**src/rtl/mips32_pkg.sv**
```systemverilog
// mips32_pkg: shared types, opcodes and constants for the MIPS-I integer core.
// No dependencies; imported by the datapath, the controller and the top module of the core.
package mips32_pkg;

    localparam int unsigned DMEM_BYTES_DEF = 4096;
    localparam int unsigned IN_W           = 80;
    localparam int unsigned OUT_W          = 184;
    localparam int unsigned MADDR_W        = 12;

    localparam logic [31:0] START_PC_RST = 32'h0040_0000;
    localparam logic [31:0] PC_HI_MASK   = 32'hf000_0000;
    localparam logic [31:0] JT_MASK      = 32'h0fff_fffc;
    localparam logic [31:0] EXIT_CODE    = 32'd10;
    localparam logic [4:0]  LINK_REG     = 5'd31;
    localparam logic [4:0]  V0_REG       = 5'd2;
    localparam logic [5:0]  OP_SHIFT     = 6'd26;

    // primary opcodes
    localparam logic [5:0] OP_SPECIAL = 6'h00;
    localparam logic [5:0] OP_REGIMM  = 6'h01;
    localparam logic [5:0] OP_J       = 6'h02;
    localparam logic [5:0] OP_JAL     = 6'h03;
    localparam logic [5:0] OP_BEQ     = 6'h04;
    localparam logic [5:0] OP_BNE     = 6'h05;
    localparam logic [5:0] OP_BLEZ    = 6'h06;
    localparam logic [5:0] OP_BGTZ    = 6'h07;
    localparam logic [5:0] OP_ADDI    = 6'h08;
    localparam logic [5:0] OP_ADDIU   = 6'h09;
    localparam logic [5:0] OP_SLTI    = 6'h0A;
    localparam logic [5:0] OP_SLTIU   = 6'h0B;
    localparam logic [5:0] OP_ANDI    = 6'h0C;
    localparam logic [5:0] OP_ORI     = 6'h0D;
    localparam logic [5:0] OP_XORI    = 6'h0E;
    localparam logic [5:0] OP_LUI     = 6'h0F;
    localparam logic [5:0] OP_LB      = 6'h20;
    localparam logic [5:0] OP_LH      = 6'h21;
    localparam logic [5:0] OP_LW      = 6'h23;
    localparam logic [5:0] OP_LBU     = 6'h24;
    localparam logic [5:0] OP_LHU     = 6'h25;
    localparam logic [5:0] OP_SB      = 6'h28;
    localparam logic [5:0] OP_SH      = 6'h29;
    localparam logic [5:0] OP_SW      = 6'h2B;

    // SPECIAL function codes
    localparam logic [5:0] FN_SLL     = 6'h00;
    localparam logic [5:0] FN_SRL     = 6'h02;
    localparam logic [5:0] FN_SRA     = 6'h03;
    localparam logic [5:0] FN_SLLV    = 6'h04;
    localparam logic [5:0] FN_SRLV    = 6'h06;
    localparam logic [5:0] FN_SRAV    = 6'h07;
    localparam logic [5:0] FN_JR      = 6'h08;
    localparam logic [5:0] FN_JALR    = 6'h09;
    localparam logic [5:0] FN_SYSCALL = 6'h0C;
    localparam logic [5:0] FN_MFHI    = 6'h10;
    localparam logic [5:0] FN_MTHI    = 6'h11;
    localparam logic [5:0] FN_MFLO    = 6'h12;
    localparam logic [5:0] FN_MTLO    = 6'h13;
    localparam logic [5:0] FN_MULT    = 6'h18;
    localparam logic [5:0] FN_MULTU   = 6'h19;
    localparam logic [5:0] FN_DIV     = 6'h1A;
    localparam logic [5:0] FN_DIVU    = 6'h1B;
    localparam logic [5:0] FN_ADD     = 6'h20;
    localparam logic [5:0] FN_ADDU    = 6'h21;
    localparam logic [5:0] FN_SUB     = 6'h22;
    localparam logic [5:0] FN_SUBU    = 6'h23;
    localparam logic [5:0] FN_AND     = 6'h24;
    localparam logic [5:0] FN_OR      = 6'h25;
    localparam logic [5:0] FN_XOR     = 6'h26;
    localparam logic [5:0] FN_NOR     = 6'h27;
    localparam logic [5:0] FN_SLT     = 6'h2A;
    localparam logic [5:0] FN_SLTU    = 6'h2B;

    // REGIMM selectors
    localparam logic [4:0] RI_BLTZ    = 5'h00;
    localparam logic [4:0] RI_BGEZ    = 5'h01;
    localparam logic [4:0] RI_BLTZAL  = 5'h10;
    localparam logic [4:0] RI_BGEZAL  = 5'h11;

    typedef enum logic [1:0] {
        KIND_ALU,
        KIND_LOAD,
        KIND_STORE,
        KIND_DIV
    } kind_t;

    typedef struct packed {
        logic clr;
        logic capture;
        logic rd_rs;
        logic rd_rt;
        logic lat_rt;
        logic exec;
        logic mwr;
        logic mrd;
        logic commit;
    } ctrl_cmd_t;

    typedef struct packed {
        logic  preload;
        logic  halted;
        kind_t kind;
        logic  wr_last;
        logic  rd_last;
        logic  clr_last;
        logic  div_done;
    } ctrl_stat_t;

endpackage

```
**src/rtl/mips32_ctrl.sv**
```systemverilog
// mips32_ctrl: controller state machine sequencing memory clear, operand reads,
// execute, byte-wise memory access, divide wait and result handoff. Uses mips32_pkg.
module mips32_ctrl (
    input  logic                   clk,
    input  logic                   rst_n,
    input  logic                   s_tvalid,
    output logic                   s_tready,
    output logic                   m_tvalid,
    input  logic                   m_tready,
    input  mips32_pkg::ctrl_stat_t st,
    output mips32_pkg::ctrl_cmd_t  cmd
);
    import mips32_pkg::*;

    typedef enum logic [3:0] {
        S_CLR, S_IDLE, S_RRS, S_RRT, S_LAT, S_EX, S_MWR, S_MRD, S_DIV, S_FIN
    } state_t;

    state_t state_reg;
    state_t state_next;
    logic   m_tvalid_reg;
    logic   accept;

    assign s_tready = (state_reg == S_IDLE);
    assign accept   = s_tvalid && s_tready;
    assign m_tvalid = m_tvalid_reg;

    always_comb
    begin
        cmd         = '0;
        cmd.clr     = (state_reg == S_CLR);
        cmd.capture = accept;
        cmd.rd_rs   = (state_reg == S_RRS);
        cmd.rd_rt   = (state_reg == S_RRT);
        cmd.lat_rt  = (state_reg == S_LAT);
        cmd.exec    = (state_reg == S_EX);
        cmd.mwr     = (state_reg == S_MWR);
        cmd.mrd     = (state_reg == S_MRD);
        cmd.commit  = (state_reg == S_FIN) && (!m_tvalid_reg || m_tready);
    end

    always_comb
    begin
        state_next = state_reg;
        unique case (state_reg)
            S_CLR:  if (st.clr_last) state_next = S_IDLE;
            S_IDLE: if (s_tvalid) state_next = S_RRS;
            S_RRS:
            begin
                priority if (st.preload) state_next = S_MWR;
                else if (st.halted)      state_next = S_FIN;
                else                     state_next = S_RRT;
            end
            S_RRT:  state_next = S_LAT;
            S_LAT:  state_next = S_EX;
            S_EX:
            begin
                unique case (st.kind)
                    KIND_LOAD:  state_next = S_MRD;
                    KIND_STORE: state_next = S_MWR;
                    KIND_DIV:   state_next = S_DIV;
                    default:    state_next = S_FIN;
                endcase
            end
            S_MWR:  if (st.wr_last) state_next = S_MRD;
            S_MRD:  if (st.rd_last) state_next = S_FIN;
            S_DIV:  if (st.div_done) state_next = S_FIN;
            S_FIN:  if (cmd.commit) state_next = S_IDLE;
            default: state_next = S_IDLE;
        endcase
    end

    always_ff @(posedge clk or negedge rst_n)
    begin
        if (!rst_n)
        begin
            state_reg    <= S_CLR;
            m_tvalid_reg <= 1'b0;
        end
        else
        begin
            state_reg <= state_next;
            if (cmd.commit)
                m_tvalid_reg <= 1'b1;
            else if (m_tready)
                m_tvalid_reg <= 1'b0;
        end
    end

    assert property (@(posedge clk) disable iff (!rst_n) accept |=> state_reg == S_RRS)
        else $error("accepted request not dispatched");
    assert property (@(posedge clk) disable iff (!rst_n)
        (state_reg == S_DIV && st.div_done) |=> state_reg == S_FIN)
        else $error("divide completion missed");
    assert property (@(posedge clk) disable iff (!rst_n)
        (state_reg == S_FIN && m_tvalid_reg && !m_tready) |=> state_reg == S_FIN)
        else $error("result overwrote a pending output");
    assert property (@(posedge clk) disable iff (!rst_n)
        cmd.commit |=> m_tvalid_reg)
        else $error("commit without output valid");

endmodule

```
**config.mk**
```make
export PLATFORM = sky130hd
export DESIGN_NAME = mips32_ctrl
export DESIGN_NICKNAME = d
export VERILOG_FILES = /design/src/rtl/mips32_pkg.sv /design/src/rtl/mips32_ctrl.sv
export SDC_FILE = /design/constraint.sdc
export NUM_CORES = 1
export LEC_CHECK = 0
export ABC_CLOCK_PERIOD_IN_PS = 2100
export BUFFER_PORTS_ARGS = -buffer_cell sky130_fd_sc_hd__buf_4
export CAP_MARGIN = 10
export CORE_MARGIN = 4
export CORE_UTILIZATION = 40
export DETAILED_ROUTE_END_ITERATION = 12
export HOLD_SLACK_MARGIN = 0.1
export PLACE_DENSITY_LB_ADDON = 0.05
export SLEW_MARGIN = 25
export SYNTH_ARGS = -nofsm -noshare
export SYNTH_HDL_FRONTEND = slang
export SYNTH_SLANG_ARGS = --single-unit
export TNS_END_PERCENT = 30
```
**constraint.sdc**
```tcl
create_clock -name clk -period 2.1 [get_ports clk]
set_input_delay 0.105 -clock clk [delete_from_list [all_inputs] [get_ports clk]]
set_output_delay 0.105 -clock clk [all_outputs]
set_load 0.01 [all_outputs]
```
==> results.json <==
{
  "synth-async-reset-ratio": 1.00,
  "worstPathRequired_ps": 2200,
  "coreArea_mm2": 0.00130,
  "grt_max_degree": 14,
  "fp.dieArea_mm2": 0.00204,
  "yosys.cell_types.count": 35,
  "status": "finished clean",
  "antenna_found_initial": 0,
  "grt_pass1_wl_um": 2170,
  "cts_tree": "built",
  "holdBufCountCts": 1,
  "die_y_um": 45.2,
  "io_pins": 23,
  "hp-class": "in -> async",
  "route.detailed.drc": 0,
  "ys_warn_count": 0,
  "wire_per_inst_um": 13.1,
  "yosys-top-cells-area": "dfrtp_1 (23%), o31ai_2 (6.8%), a211oi_2 (4.5%), ha_1 (4.5%), nand2b_1 (4.5%)",
  "whs_ps": 201,
  "cp.arrival_ps": 1850,
  "portBuffers": 22,
  "fp-row-count": 13,
  "drtAntennaViolNets": 0,
  "syn_nets": 79,
  "ys.flop_type": "dfrtp_1",
  "period_share": 0.833,
  "cts.clk_slew.worst_paths_ps": 50,
  "worst_slew_pin_slew_ps": 374,
  "ctsResizeCount": 0,
  "drt_pass1_iterations": 4,
  "synth_top_cell_area_share": 0.226,
  "setup_tns_ps": 0,
  "leakage_nw": 0.357,
  "postSynthCellCount": 65,
  "drv_cap": 0,
  "hpwl_um": 1060,
  "path_max_fanout": 9,
  "worst-r2r-setup-slack_ps": 350,
  "final-hold-violation-count": 0,
  "cts_root_buf": "clkbuf_4",
  "drt_wl_total_um": 1370,
  "numCtsBuffers": 3,
  "synth.most_common_cell": "nor2_1",
  "clk_latency_ps": 240,
  "vias": 552,
  "power_mw": 1.04,
  "grt_overflow_total": 0,
  "r2r-start": "state_reg[0]$_DFFE_PN0P_",
  "finalMaxSlewViolations": 0,
  "period_needed_ps": 1750,
  "powerDensity_mw_per_mm2": 1360,
  "fin_nets": 105,
  "cts_setup_buffers": 0,
  "vias_per_cell": 5.26,
  "grtUsageTotal": 0.145,
  "timing.slew.headroom": 0.749,
  "fmax_ghz": 0.571,
  "drt_iter0_drc": 5,
  "synth_edf_count": 0,
  "final_layout_size_suffix_gt1_frac": 0.422,
  "clock_skew_ps": 5.46,
  "grt_pass1_vias": 475,
  "r2r-end": "state_reg[0]$_DFFE_PN0P_",
  "synth_top_cell_by_area": "dfrtp_1",
  "largest_reg_flops": 4,
  "cts_sinks": 5,
  "gp_congestion": 0.851,
  "yosysSeqAreaShare": 0.226,
  "path_class": "reg -> reg",
  "syn_area_um2": 553,
  "max-vdd-ir-drop_mv": 0.735,
  "clockBufferDepth": 2,
  "start_util": 0.425,
  "nFillCells": 135,
  "cp-start-kind": "flip-flop",
  "chipWidth_um": 45.2,
  "worst_slack_ps": 350,
  "syn_avg_cell_area_um2": 8.51,
  "pre_cts_ws_ps": 371,
  "htree_levels": 1,
  "grt_setup_unrepaired": "false",
  "syn2layout_area_growth_pct": 38.7,
  "reg2regPathDepth": 4,
  "setup_viol": 0,
  "ys_ff_latch": 5,
  "crit_path_end_kind": "flip-flop",
  "synthTopCellsByCount": "nor2_1 (6), dfrtp_1 (5), nor3_1 (5)",
  "diodes": 0
}
## critical path, stage by stage, from the launching register on
cell and delay [ps]:
dfrtp_1 540, or3b_1 390, a211oi_1 380, or3_4 230, a211oi_2 70
## how the worst max path moves through the flow
stage	from	cells past startpoint	endpoint	slack (ps)
global route	state_reg[0]$_DFFE_PN0P_	4	state_reg[0]$_DFFE_PN0P_	250
global placement	state_reg[0]$_DFFE_PN0P_	4	state_reg[3]$_DFFE_PN0P_	340
CTS	state_reg[0]$_DFFE_PN0P_	4	state_reg[3]$_DFFE_PN0P_	350
floorplan	state_reg[2]$_DFFE_PN0P_	5	state_reg[3]$_DFFE_PN0P_	540
finish	state_reg[0]$_DFFE_PN0P_	4	state_reg[0]$_DFFE_PN0P_	350
detailed placement	state_reg[0]$_DFFE_PN0P_	4	state_reg[3]$_DFFE_PN0P_	370
## stage by stage
stage / utilization / cells / area, um2
final: 0.589 / 105 / 767
after global routing: 0.589 / 105 / 767
after CTS: 0.589 / 105 / 767
after detailed placement: 0.562 / 100 / 731
after global placement: 0.562 / 100 / 731
after floorplan: - / 65 / 553
## cells by family after synthesis
group / Yosys count / share of synthesized area
compound gates: 14 / 0.253
fa+ha+maj: 2 / 0.0452
buf+inv: 9 / 0.0860
flops: 5 / 0.226
mux: 1 / 0.0181
simple gates: 34 / 0.371
## cells in the final DEF (no fill, tap or decap), drive strengths merged, types with 2 or more instances in the layout
| cell type | instances |
|---|---|
| nand2b | 5 |
| or3b | 2 |
| nor4 | 3 |
| clkbuf | 4 |
| or3 | 3 |
| a211oi | 3 |
| nor3 | 5 |
| ha | 2 |
| buf | 26 |
| nor2 | 6 |
| nand2 | 3 |
| o31ai | 4 |
| inv | 3 |
| dfrtp | 5 |
| nor2b | 2 |
## final cells by class
type,count,area (um2),area share
multi-input cells,51,380,0.496
repair buffers,27,205,0.268
flip-flops and latches,5,125,0.163
clock buffers,4,26.3,0.0343
well taps,15,18.8,0.0245
inverters,3,11.3,0.0147
## power by group
part / switching, mW / internal (mW)
Sequential: 0.0916 / 0.142
Combinational: 0.346 / 0.351
Clock: 0.0381 / 0.0718
## layer usage
metal | vias to the layer above | global-route usage | part of all wire
met1 | 240 | 0.213 | 0.53
li1 | 297 | - | -
met4 | 0 | 0.0175 | 0
met3 | 0 | 0.0558 | 0.066
met2 | 15 | 0.206 | 0.40
met5 | - | 0 | 0
No activity file was read; power rests on OpenSTA's default activity.
